--- src/sv/cvc_pkg.sv ---
// Shared types, sizes and helper functions of the code value compactor.
// Used by cvc_front, cvc_back and code_value_compactor_unit; no dependencies.

package cvc_pkg;

  // Size of the code space; the bitmap holds one bit per code value.
  localparam int CODE_SPACE = 1024;

  localparam int OP_W       = 2;
  localparam int CV_W       = 10;
  localparam int NV_W       = 11;
  localparam int WORD_BITS  = 64;
  localparam int WORD_SH    = $clog2(WORD_BITS);
  localparam int WORD_COUNT = (CODE_SPACE + WORD_BITS - 1) / WORD_BITS;
  localparam int WORD_AW    = (WORD_COUNT > 1) ? $clog2(WORD_COUNT) : 1;
  localparam int CNT_W      = $clog2(CODE_SPACE + 1);
  localparam int PC_W       = $clog2(WORD_BITS + 1);

  // Front queue between classification and execution.
  localparam int QDEPTH = 2;
  localparam int QA_W   = (QDEPTH > 1) ? $clog2(QDEPTH) : 1;
  localparam int QC_W   = $clog2(QDEPTH + 1);

  // Configuration register indexes.
  localparam int CFG_IDX_W = 1;
  localparam logic [CFG_IDX_W-1:0] CFG_NULL_ENABLE = 1'b0;
  localparam logic [CFG_IDX_W-1:0] CFG_NULL_CODE   = 1'b1;

  // Input op codes; the fourth code is dropped at the front.
  typedef enum logic [OP_W-1:0] {
    OP_MARK   = 2'd0,
    OP_XLATE  = 2'd1,
    OP_CLEAR  = 2'd2
  } op_t;

  typedef enum logic [2:0] {
    K_MARK  = 3'b001,
    K_XLATE = 3'b010,
    K_CLEAR = 3'b100
  } kind_t;

  typedef struct packed {
    kind_t            kind;
    logic [CV_W-1:0]  code;
  } item_t;

  typedef struct packed {
    logic             null_enable;
    logic [CV_W-1:0]  null_code;
  } cfg_t;

  function automatic logic in_space(input logic [CV_W-1:0] code);
    return int'(code) < CODE_SPACE;
  endfunction

  function automatic logic [WORD_AW-1:0] word_of(input logic [CV_W-1:0] code);
    return WORD_AW'(code >> WORD_SH);
  endfunction

  function automatic logic [PC_W-1:0] popcount(input logic [WORD_BITS-1:0] w);
    logic [PC_W-1:0] n;
    n = '0;
    for (int i = 0; i < WORD_BITS; i++) begin
      n = n + PC_W'(w[i]);
    end
    return n;
  endfunction

endpackage

--- src/sv/cvc_front.sv ---
// Front end: decodes the op of each input transfer and queues the item.
// Depends on cvc_pkg.

module cvc_front (
  input  logic                       clk,
  input  logic                       rst_n,
  input  logic                       in_push,
  output logic                       in_full,
  input  logic [cvc_pkg::OP_W-1:0]   in_op,
  input  logic [cvc_pkg::CV_W-1:0]   in_code_value,
  output cvc_pkg::item_t             item,
  output logic                       item_valid,
  input  logic                       item_take
);
  import cvc_pkg::*;

  item_t             q_r [QDEPTH];
  logic [QA_W-1:0]   wr_ptr_r, wr_ptr_nxt;
  logic [QA_W-1:0]   rd_ptr_r, rd_ptr_nxt;
  logic [QC_W-1:0]   cnt_r, cnt_nxt;
  item_t             item_nxt;
  logic              keep;
  logic              push_ok;
  logic              pop_ok;

  // classify; the unused op code is taken and dropped
  always_comb begin
    item_nxt.code = in_code_value;
    item_nxt.kind = K_MARK;
    keep          = 1'b1;
    case (in_op)
      OP_MARK:  item_nxt.kind = K_MARK;
      OP_XLATE: item_nxt.kind = K_XLATE;
      OP_CLEAR: item_nxt.kind = K_CLEAR;
      default:  keep = 1'b0;
    endcase
  end

  assign in_full    = (cnt_r == QC_W'(QDEPTH));
  assign item_valid = (cnt_r != '0);
  assign item       = q_r[rd_ptr_r];
  assign push_ok    = in_push && !in_full && keep;
  assign pop_ok     = item_take && item_valid;

  always_comb begin
    wr_ptr_nxt = wr_ptr_r;
    rd_ptr_nxt = rd_ptr_r;
    if (push_ok) begin
      wr_ptr_nxt = (wr_ptr_r == QA_W'(QDEPTH - 1)) ? '0 : wr_ptr_r + 1'b1;
    end
    if (pop_ok) begin
      rd_ptr_nxt = (rd_ptr_r == QA_W'(QDEPTH - 1)) ? '0 : rd_ptr_r + 1'b1;
    end
    cnt_nxt = cnt_r + QC_W'(push_ok) - QC_W'(pop_ok);
  end

  always_ff @(posedge clk) begin
    if (!rst_n) begin
      wr_ptr_r <= '0;
      rd_ptr_r <= '0;
      cnt_r    <= '0;
    end else begin
      wr_ptr_r <= wr_ptr_nxt;
      rd_ptr_r <= rd_ptr_nxt;
      cnt_r    <= cnt_nxt;
    end
  end

  always_ff @(posedge clk) begin
    if (push_ok) begin
      q_r[wr_ptr_r] <= item_nxt;
    end
  end

endmodule

--- src/sv/cvc_back.sv ---
// Back end: used-value bitmap memory, distinct count, rank scan sequencer
// and result register. Depends on cvc_pkg.

module cvc_back (
  input  logic                       clk,
  input  logic                       rst_n,
  input  cvc_pkg::cfg_t              cfg,
  input  cvc_pkg::item_t             item,
  input  logic                       item_valid,
  output logic                       item_take,
  output logic                       out_empty,
  input  logic                       out_pop,
  output logic [cvc_pkg::NV_W-1:0]   out_new_value,
  output logic                       out_status
);
  import cvc_pkg::*;

  typedef enum logic [4:0] {
    ST_IDLE = 5'b00001,
    ST_MARK = 5'b00010,
    ST_NULL = 5'b00100,
    ST_SCAN = 5'b01000,
    ST_FIN  = 5'b10000
  } state_t;

  state_t                  state_r, state_nxt;
  logic [CV_W-1:0]         v_r, v_nxt;
  logic [CNT_W-1:0]        acc_r, acc_nxt;
  logic [CNT_W-1:0]        cnt_r, cnt_nxt;
  logic [WORD_COUNT-1:0]   wvalid_r, wvalid_nxt;
  logic [WORD_AW-1:0]      scan_r, scan_nxt;
  logic                    null_hit_r, null_hit_nxt;
  logic                    vbit_r, vbit_nxt;
  logic                    out_valid_r, out_valid_nxt;
  logic [NV_W-1:0]         out_nv_r, out_nv_nxt;
  logic                    out_st_r, out_st_nxt;

  logic [WORD_BITS-1:0]    mem [WORD_COUNT];
  logic [WORD_BITS-1:0]    rd_data_r;
  logic [WORD_AW-1:0]      rd_addr_r;
  logic                    mem_re, mem_we;
  logic [WORD_AW-1:0]      mem_raddr;
  logic [WORD_BITS-1:0]    mem_wdata;

  logic [WORD_BITS-1:0]    rd_word;
  logic [WORD_SH-1:0]      rem;
  logic [WORD_AW-1:0]      last;
  logic [WORD_BITS-1:0]    low_mask;
  logic [WORD_BITS-1:0]    scan_word;
  logic [PC_W-1:0]         pc;
  logic                    out_free;
  logic                    null_is_v;
  logic                    null_below;
  logic [CNT_W-1:0]        xl;

  // words never written since the last clear read as zero
  assign rd_word   = wvalid_r[rd_addr_r] ? rd_data_r : '0;
  assign rem       = v_r[WORD_SH-1:0];
  assign last      = word_of(v_r);
  assign low_mask  = ({{(WORD_BITS-1){1'b0}}, 1'b1} << rem) - 1'b1;
  assign scan_word = (scan_r == last) ? (rd_word & low_mask) : rd_word;
  assign pc        = popcount(scan_word);
  assign out_free  = !out_valid_r || out_pop;
  assign mem_wdata = rd_word | ({{(WORD_BITS-1){1'b0}}, 1'b1} << rem);

  assign null_is_v  = null_hit_r && (v_r == cfg.null_code);
  assign null_below = null_hit_r && (cfg.null_code < v_r);
  assign xl = null_is_v ? (cnt_r - CNT_W'(1)) : (acc_r - CNT_W'(null_below));

  assign out_empty     = !out_valid_r;
  assign out_new_value = out_nv_r;
  assign out_status    = out_st_r;

  always_comb begin
    state_nxt     = state_r;
    v_nxt         = v_r;
    acc_nxt       = acc_r;
    cnt_nxt       = cnt_r;
    wvalid_nxt    = wvalid_r;
    scan_nxt      = scan_r;
    null_hit_nxt  = null_hit_r;
    vbit_nxt      = vbit_r;
    out_valid_nxt = out_valid_r && !out_pop;
    out_nv_nxt    = out_nv_r;
    out_st_nxt    = out_st_r;
    item_take     = 1'b0;
    mem_re        = 1'b0;
    mem_we        = 1'b0;
    mem_raddr     = scan_r;
    case (state_r)
      ST_IDLE: begin
        if (item_valid) begin
          item_take = 1'b1;
          v_nxt     = item.code;
          case (item.kind)
            K_MARK: begin
              if (in_space(item.code)) begin
                mem_re    = 1'b1;
                mem_raddr = word_of(item.code);
                state_nxt = ST_MARK;
              end
            end
            K_XLATE: begin
              mem_re    = 1'b1;
              mem_raddr = word_of(cfg.null_code);
              acc_nxt   = '0;
              state_nxt = ST_NULL;
            end
            K_CLEAR: begin
              wvalid_nxt = '0;
              cnt_nxt    = '0;
            end
            default: ;
          endcase
        end
      end
      ST_MARK: begin
        if (!rd_word[rem]) begin
          mem_we                = 1'b1;
          wvalid_nxt[rd_addr_r] = 1'b1;
          cnt_nxt               = cnt_r + 1'b1;
        end
        state_nxt = ST_IDLE;
      end
      ST_NULL: begin
        null_hit_nxt = cfg.null_enable && in_space(cfg.null_code) &&
                       rd_word[cfg.null_code[WORD_SH-1:0]];
        if (in_space(v_r)) begin
          mem_re    = 1'b1;
          mem_raddr = '0;
          scan_nxt  = '0;
          state_nxt = ST_SCAN;
        end else begin
          vbit_nxt  = 1'b0;
          state_nxt = ST_FIN;
        end
      end
      ST_SCAN: begin
        acc_nxt = acc_r + CNT_W'(pc);
        if (scan_r == last) begin
          vbit_nxt  = rd_word[rem];
          state_nxt = ST_FIN;
        end else begin
          scan_nxt  = scan_r + 1'b1;
          mem_re    = 1'b1;
          mem_raddr = scan_r + 1'b1;
        end
      end
      ST_FIN: begin
        if (out_free) begin
          out_valid_nxt = 1'b1;
          if (!vbit_r) begin
            out_nv_nxt = NV_W'(v_r);
            out_st_nxt = 1'b1;
          end else begin
            out_nv_nxt = NV_W'(xl);
            out_st_nxt = 1'b0;
          end
          state_nxt = ST_IDLE;
        end
      end
      default: state_nxt = ST_IDLE;
    endcase
  end

  always_ff @(posedge clk) begin
    if (!rst_n) begin
      state_r     <= ST_IDLE;
      cnt_r       <= '0;
      wvalid_r    <= '0;
      out_valid_r <= 1'b0;
    end else begin
      state_r     <= state_nxt;
      cnt_r       <= cnt_nxt;
      wvalid_r    <= wvalid_nxt;
      out_valid_r <= out_valid_nxt;
    end
  end

  always_ff @(posedge clk) begin
    v_r        <= v_nxt;
    acc_r      <= acc_nxt;
    scan_r     <= scan_nxt;
    null_hit_r <= null_hit_nxt;
    vbit_r     <= vbit_nxt;
    out_nv_r   <= out_nv_nxt;
    out_st_r   <= out_st_nxt;
  end

  // bitmap memory, one read and one write port, registered read
  always_ff @(posedge clk) begin
    if (mem_we) begin
      mem[rd_addr_r] <= mem_wdata;
    end
    if (mem_re) begin
      rd_data_r <= mem[mem_raddr];
      rd_addr_r <= mem_raddr;
    end
  end

endmodule

--- src/sv/code_value_compactor_unit.sv ---
// Top level of the code value compactor: configuration registers, front
// queue (cvc_front) and bitmap back end (cvc_back). Depends on cvc_pkg.

// Renumbers code values densely. Push a mark (op 0) for every used value,
// then a translate (op 1) for each value to get its rank among the marked
// values; op 2 clears the bitmap and count, op 3 is taken and ignored.
// With null_enable set and the null code marked, the null code translates
// to the number of other used values and drops out of every other rank.
// An unmarked or out-of-space value comes back unchanged with status 1.
// Only translates give results. In the back end a clear acts from idle,
// a mark reads its bitmap word, then writes it, and a translate reads the
// null code's word, then scans to the value's word: the rank scan reads one
// 64-bit bitmap word per cycle through the single read port and adds its
// popcount. A two-entry queue in front lets new transfers land while the
// back end works, and the result register frees the back end from a
// stalled reader. Write configuration only while the block is idle.

module code_value_compactor_unit (
  input  logic                           clk,
  input  logic                           rst_n,
  input  logic                           in_push,
  output logic                           in_full,
  input  logic [cvc_pkg::OP_W-1:0]       in_op,
  input  logic [cvc_pkg::CV_W-1:0]       in_code_value,
  output logic                           out_empty,
  input  logic                           out_pop,
  output logic [cvc_pkg::NV_W-1:0]       out_new_value,
  output logic                           out_status,
  input  logic                           cfg_valid,
  output logic                           cfg_ready,
  input  logic [cvc_pkg::CFG_IDX_W-1:0]  cfg_index,
  input  logic [cvc_pkg::CV_W-1:0]       cfg_data
);
  import cvc_pkg::*;

  cfg_t   cfg_r, cfg_nxt;
  item_t  item;
  logic   item_valid;
  logic   item_take;

  // config channel never stalls
  assign cfg_ready = 1'b1;

  always_comb begin
    cfg_nxt = cfg_r;
    if (cfg_valid) begin
      case (cfg_index)
        CFG_NULL_ENABLE: cfg_nxt.null_enable = cfg_data[0];
        CFG_NULL_CODE:   cfg_nxt.null_code   = cfg_data;
        default: ;
      endcase
    end
  end

  always_ff @(posedge clk) begin
    if (!rst_n) begin
      cfg_r.null_enable <= 1'b0;
      cfg_r.null_code   <= CV_W'(1);
    end else begin
      cfg_r <= cfg_nxt;
    end
  end

  // front: decode and queue each input transfer
  cvc_front u_front (
    .clk           (clk),
    .rst_n         (rst_n),
    .in_push       (in_push),
    .in_full       (in_full),
    .in_op         (in_op),
    .in_code_value (in_code_value),
    .item          (item),
    .item_valid    (item_valid),
    .item_take     (item_take)
  );

  // back: bitmap updates, rank scan, result register
  cvc_back u_back (
    .clk           (clk),
    .rst_n         (rst_n),
    .cfg           (cfg_r),
    .item          (item),
    .item_valid    (item_valid),
    .item_take     (item_take),
    .out_empty     (out_empty),
    .out_pop       (out_pop),
    .out_new_value (out_new_value),
    .out_status    (out_status)
  );

endmodule
--- config.mk ---
export PLATFORM = sky130hd
export DESIGN_NAME = code_value_compactor_unit
export DESIGN_NICKNAME = d
export VERILOG_FILES = /design/src/sv/cvc_pkg.sv /design/src/sv/cvc_front.sv /design/src/sv/cvc_back.sv /design/src/sv/code_value_compactor_unit.sv
export SDC_FILE = /design/constraint.sdc
export NUM_CORES = 2
export LEC_CHECK = 0
export BUFFER_PORTS_ARGS = -buffer_cell sky130_fd_sc_hd__buf_2
export CORE_MARGIN = 2
export CORE_UTILIZATION = 55
export CTS_CLUSTER_DIAMETER = 100
export DETAILED_ROUTE_END_ITERATION = 7
export HOLD_SLACK_MARGIN = 0.05
export PLACE_DENSITY = 0.76
export SKIP_LAST_GASP = 1
export SLEW_MARGIN = 0
export SYNTH_ARGS = -nofsm -noshare
export SYNTH_HDL_FRONTEND = slang
export SYNTH_SLANG_ARGS = --single-unit
--- constraint.sdc ---
create_clock -name clk -period 14.05 [get_ports clk]
set_input_delay 2.81 -clock clk [delete_from_list [all_inputs] [get_ports clk]]
set_output_delay 2.81 -clock clk [all_outputs]
set_load 0.01 [all_outputs]
* Word-level counts from Yosys, hierarchy flattened
Memory sizes are Yosys's and may differ from the RTL's. A register that Yosys moved wholly into a read port is not among the register bits. Cells that the tools add are included.
Operators by class: divide/modulo/power cells 0, equality and inequality tests 20, multiply operators 0, reduce and logical (&&, ||, !) cells 27, bitwise operators 4, $lt $le $gt $ge 5, add/sub/neg operators 73, shift-type cells 1, multiplexer cells 54
Operators by type and width (number):
- adder 7 x 1 -> 7 bit | 62
- two-way mux 64 bit | 2
- two-way mux 11 bit | 6
- bitwise AND 64 bit | 1
- OR 64 bit | 1
- << shifter 1 x 6 -> 64 bit, first input constant | 1
- subtractor 64 x 1 -> 64 bit, second input constant | 1
- two-way mux 16 bit | 3
- one-hot mux 11 bit (2 select lines) | 2
- one-hot mux 16 bit (2 select lines) | 1
- two-way mux 1 bit | 23
- one-hot mux 5 bit (4 select lines) | 1
- OR 16 bit | 1
- one-hot mux 4 bit (2 select lines) | 2
- two-way mux 5 bit | 3
- < comparator 6 x 7 -> 1 bit, second input constant | 2
- binary-select mux 1 bit (select 6 bit) | 2
- one-hot mux 4 bit (3 select lines) | 1
- adder 11 x 1 -> 11 bit, second input constant | 1
- adder 11 x 7 -> 11 bit | 1
- subtractor 11 x 1 -> 11 bit | 1
- subtractor 11 x 1 -> 11 bit, second input constant | 1
- == test 10 bit | 1
- < comparator 10 bit | 1
- 39 further kinds | 63
Word-level totals: register bits 91, RAM bits 1050, input bits 28, logic and storage cells 204, bits in latches 0, memories kept 2, ROM bits 0
Memories:
- u_back.mem | depth 16, width 64, read ports 1, clocked after memory_dff 1, write ports 1, line cvc_back.sv:38 | logic [WORD_BITS-1:0] mem [WORD_COUNT];
- u_front.q_r | depth 2, width 13, read ports 1, clocked after memory_dff 1, write ports 1, line cvc_front.sv:17 | item_t q_r [QDEPTH];

* Depth between registers and ports, before layout
depth in word-level cells 70, mapped depth 41, depth with buffers taken out 38

* Cells and area by module
Synthesis repeated with hierarchy kept, for this count alone.
Unflattened totals: cells, all modules 3571, area total of the unflattened synthesis 52828.2 um^2
By module, submodules not included:
- cvc_back | area an instance 51111.5 um^2, cells an instance 3445, instances 1, sequential area each 34623.2 um^2
- cvc_front | area an instance 1227.4 um^2, cells an instance 73, instances 1, sequential area each 880.8 um^2
- code_value_compactor_unit | area an instance 489.2 um^2, cells an instance 53, instances 1, sequential area each 220.2 um^2

* Least setup slack after synthesis
OpenSTA, ideal clock, no wires.
path kind reg-to-reg, from register u_back.v_r[1], to register u_back.acc_r[10] (data pin), arrival time 9.462 ns, clock period less this slack 9.727 ns, setup slack 4.323 ns, required time 13.784 ns, cell stages (with the launch flop) 38, cell sequence edfxtp_1 > buf_2 > buf_2 > clkbuf_1 > clkbuf_1 > nor2_1 > nand3_1 > ha_1 > o21a_1 > o21ai_1 > a21oi_1 > a21oi_1 > nor2_1 > o311ai_0 > fa_1 > inv_1 > fa_1 > inv_1 > [... 2 more ...] > fa_1 > inv_1 > fa_1 > fa_1 > fa_1 > fa_1 > fa_1 > fa_1 > inv_1 > fa_1 > a21o_1 > a21oi_1 > o21bai_1 > a21oi_1 > nor2b_1 > o2111ai_1 > xor2_1 > nor2_1
Between the ends: word-level cells in the longest chain between the ends 69
Ends and longest elaborated chain:
- start: declaration | line cvc_back.sv:27 | logic [CV_W-1:0] v_r, v_nxt;
- start signal: assignment | line cvc_back.sv:181 | v_r <= v_nxt;
- << shifter 1 x 6 -> 64 bit * | line cvc_back.sv:60 | assign low_mask = ({{(WORD_BITS-1){1'b0}}, 1'b1} << rem) - 1'b1;
- subtractor 64 x 1 -> 64 bit * | line cvc_back.sv:60
- bitwise AND 64 bit * | line cvc_back.sv:61 | assign scan_word = (scan_r == last) ? (rd_word & low_mask) : rd_word;
- two-way mux 64 bit * | line cvc_back.sv:61
- adder 1 x 1 -> 2 bit | line cvc_pkg.sv:64 | n = n + PC_W'(w[i]);
- adder 7 x 1 -> 7 bit (61 in a row) | line cvc_pkg.sv:64
- adder 7 x 1 -> 7 bit * | line cvc_pkg.sv:64
- adder 11 x 7 -> 11 bit * | line cvc_back.sv:139 | acc_nxt = acc_r + CNT_W'(pc);
- one-hot mux 11 bit (2 select lines) * | line cvc_back.sv:90 | case (state_r)
- end signal: assignment | line cvc_back.sv:182 | acc_r <= acc_nxt;
- end: declaration | line cvc_back.sv:28 | logic [CNT_W-1:0] acc_r, acc_nxt;
Mark *: on every way between the ends. The rest lies on a longest branch, timed or not. A chain may end at the register's enable or synchronous reset.

* Final worst setup path
Ends and elaborated chain as after synthesis.

==> qor.csv <==
stage;metric;value;unit
status;outcome;complete, no violations;
routing;DRT Pass-1 Iters;5;
die;die footprint;0.0959;mm^2
synth;post-synthesis sequential area ratio;0.695;
timing;clk_skew;0.0496;ns
cts;Post-CTS Resized;0;
synth;number of synthesized flops with an enable pin;1157;
global_routing;largest net degree at the start of global routing;142;
setup_path;largest fanout on the critical path;37;
pwr;power per cell area;162;mW/mm^2
global_routing;GRT Total Usage;0.279;
timing;Worst Tran Pin Value;1.40;ns
cts;worst skew pair latency;0.72;ns
placed_design;GP Congestion;1.06;
pwr;leakage power total;19.0;nW
placed_design;Port Buf Inserts;41;
setup_path;critical path required time;14.50;ns
layout;commonest non-fill, non-tap cell in the layout;edfxtp_1;
setup_path;Crit Path Category;flop to flop;
placed_design;placed insts;4469;
die;Die Y;310;um
timing;Worst Hold Margin;0.463;ns
timing;Setup Viol. Count Final;0;
synth;Avg Cell Area, Syn;15.8;um^2
synth;Area contributors post-synth;edfxtp_1 (68%), mux2i_1 (10%), o22ai_1 (3.1%), fa_1 (2.1%), dfxtp_1 (1.9%);
layout;post-layout util;0.613;
setup_path;CP most frequent cell;fa_1;
timing;Final min period;10.74;ns
layout;nets;3459;
pwr;Max rail drop VDD;0.120;mV
layout;most frequent cells in the layout;edfxtp_1 (1,157), mux2i_1 (527), o22ai_1 (257);
layout;synth-to-layout area growth;10.8;%
routing;Via density;6.36;
die;Rows;112;
cts;clk sink count;1206;
die;core area;0.0929;mm^2
cts;Root Buffer;clkbuf_16;
setup_path;Worst path max stage delay;0.61;ns
cts;# hold bufs at CTS;0;
setup_path;Setup crit end kind;flop;
setup_path;r2r setup slk;3.31;ns
setup_path;CP bufs+invs;6;
routing;ANT nets after route;0;
setup_path;Worst path slowest cell;nor2_1;
timing;RSZ-0062 raised after global routing;no;
cts;CTS Buf Count;114;
global_routing;global-route wire length before repair;194000;um
die;I/O pins;43;
global_routing;number of global-route vias before repair;29147;
timing;Max Freq;93.1;MHz
timing;Slew Limit Fails;0;
global_routing;remaining global-route overflow;0;
timing;final hold viol count;0;
synth;Synth Net Count;3375;
routing;final wirelength;134000;um
routing;routed len/inst;28.5;um
synth;largest area contributor in the netlist;edfxtp_1;
timing;slew margin rel.;0.0637;
synth;Ys Warns;0;
cts;setup bufs post-CTS;0;
flow_run;number of max-cap violations;0;
synth;Post-Syn Instances;3247;
placed_design;Post-DP HPWL;77600;um
synth;Main synth FF type;edfxtp_1;
routing;Detailed Route Iter0 Violations;3629;
synth;Synth async-reset ratio;0;
timing;final setup TNS;0;ns
cts;Reg clk slew, reported paths;0.06;ns
layout;layout cell share with drive strength beyond 1;0.120;
cts;TritonCTS clock tree;built;
routing;via count;29811;
cts;Max clock buf depth;3;
die;DIE WIDTH;310;um
setup_path;CP arrival;11.19;ns
layout;Layout Cells excl Fill;4684;
pwr;overall power;9.22;mW
setup_path;CP Launch Type;flop;
synth;Synth cell types;65;
global_routing;initial antenna violation count;4;
synth;Mapped Area;0.0514;mm^2
hold_path;hold crit path type;flop to flop;
synth;Synth Register Bits;1206;
timing;Period Utilization, post-route;0.764;
setup_path;CP top delay family;adder cells;
synth;post-synth top area share;0.676;
die;Initial Util;0.553;
cts;htree depth;3;
routing;DRC Markers;0;
[worst register-to-register path: cells and delay by family (launching register included)]
family	cells	cell delay, ns
adders and majority gates	12	5.96
AOI/OAI and AO/OA	10	1.99
and+or+nand+nor	6	1.37
buffers and inverters	6	0.64
DFF	1	0.36
xor gates and xnor gates	1	0.16
[state kept, by name (all words and copies together) (netlist names), 2 cells and up, named ones only]
name / count
u_back.acc_r: 11
u_back.v_r: 10
u_back.rd_data_r: 64
u_back.rd_addr_r: 4
u_back.cnt_r: 11
u_front.cnt_r: 2
u_back.mem: 1024
u_back.state_r: 5
u_back.out_new_value: 11
u_back.wvalid_r: 16
u_back.scan_r: 4
u_front.q_r: 26
cfg_r: 11
[per-layer routing]
layer  vias up  global-route usage  share of wire
li1      12868                   -              -
met1     15136               0.388           0.40
met2      1527               0.440           0.47
met3       278              0.0529          0.090
met4         2               0.110          0.038
met5         -                   0       0.000097
[layout make-up]
cell class	count	area (um^2)
Fill cell	6733	36000
Sequential cell	1206	35700
Multi-Input combinational cell	1764	14500
Clock buffer	148	3130
Tap cell	1254	1570
Timing Repair Buffer	151	1070
Clock inverter	65	608
Inverter	94	353
Antenna cell	2	5.00
[where the power goes]
part | leakage, nW | total [mW] | internal [mW] | switching, mW
registers | 11.2 | 4.22 | 4.11 | 0.107
logic | 5.91 | 1.96 | 0.692 | 1.27
clock network | 1.82 | 3.05 | 1.75 | 1.30
[metrics by stage]
step / area, um^2 / worst slack (ns)
floorplan: 51400 / 4.32
global placement: 53200 / 3.49
detailed placement: 53200 / 3.40
CTS: 56900 / 3.41
global route: 56900 / 2.81
finish: 56900 / 3.31
[kinds of logic (layout without fill, tap and decap cells)]
group,Yosys count,in the layout,synth area share
flip-flops,1206,1206,0.695
other,1,3,0.0000730
XOR/XNOR,49,49,0.00835
adder cells (fa/ha/maj),100,100,0.0324
buffers and inverters,277,458,0.0263
multiplexers,582,582,0.124
AO/OA/AOI/OAI,542,542,0.0659
AND/OR/NAND/NOR,490,490,0.0477
[path summary, 6_finish.rpt]
check,depth (start not counted),endpoint,from
hold reg to reg,2,u_back.wvalid_r[1],u_back.wvalid_r[1]
setup / recovery,35,u_back.acc_r[10],u_back.v_r[1]
hold / removal,2,u_back.wvalid_r[1],u_back.wvalid_r[1]
setup reg to reg,35,u_back.acc_r[10],u_back.v_r[1]
[synthesized netlist by cell type (9+ instances only)]
| cell | count |
|---|---|
| edfxtp_1 | 1157 |
| mux2i_1 | 527 |
| o22ai_1 | 257 |
| nand2_1 | 172 |
| o21ai_0 | 92 |
| inv_1 | 89 |
| nor2_1 | 83 |
| clkbuf_1 | 75 |
| a21oi_1 | 68 |
| or4_1 | 64 |
| fa_1 | 55 |
| buf_4 | 50 |
| dfxtp_1 | 49 |
| nand3_1 | 49 |
| ha_1 | 45 |
| buf_2 | 43 |
| mux4_2 | 40 |
| xnor2_1 | 33 |
| a21o_1 | 26 |
| nor3_1 | 20 |
| o211ai_1 | 20 |
| nor2b_1 | 17 |
| xor2_1 | 16 |
| o21a_1 | 14 |
| nor4_1 | 13 |
| mux2_2 | 12 |
| o21bai_1 | 12 |
| o31ai_1 | 12 |
| or3_1 | 11 |
| and2_1 | 10 |
| nand2b_1 | 10 |
| buf_6 | 9 |
| nor3b_1 | 9 |
| or2_2 | 9 |
Note: power is estimated with default switching activity, not from simulation.
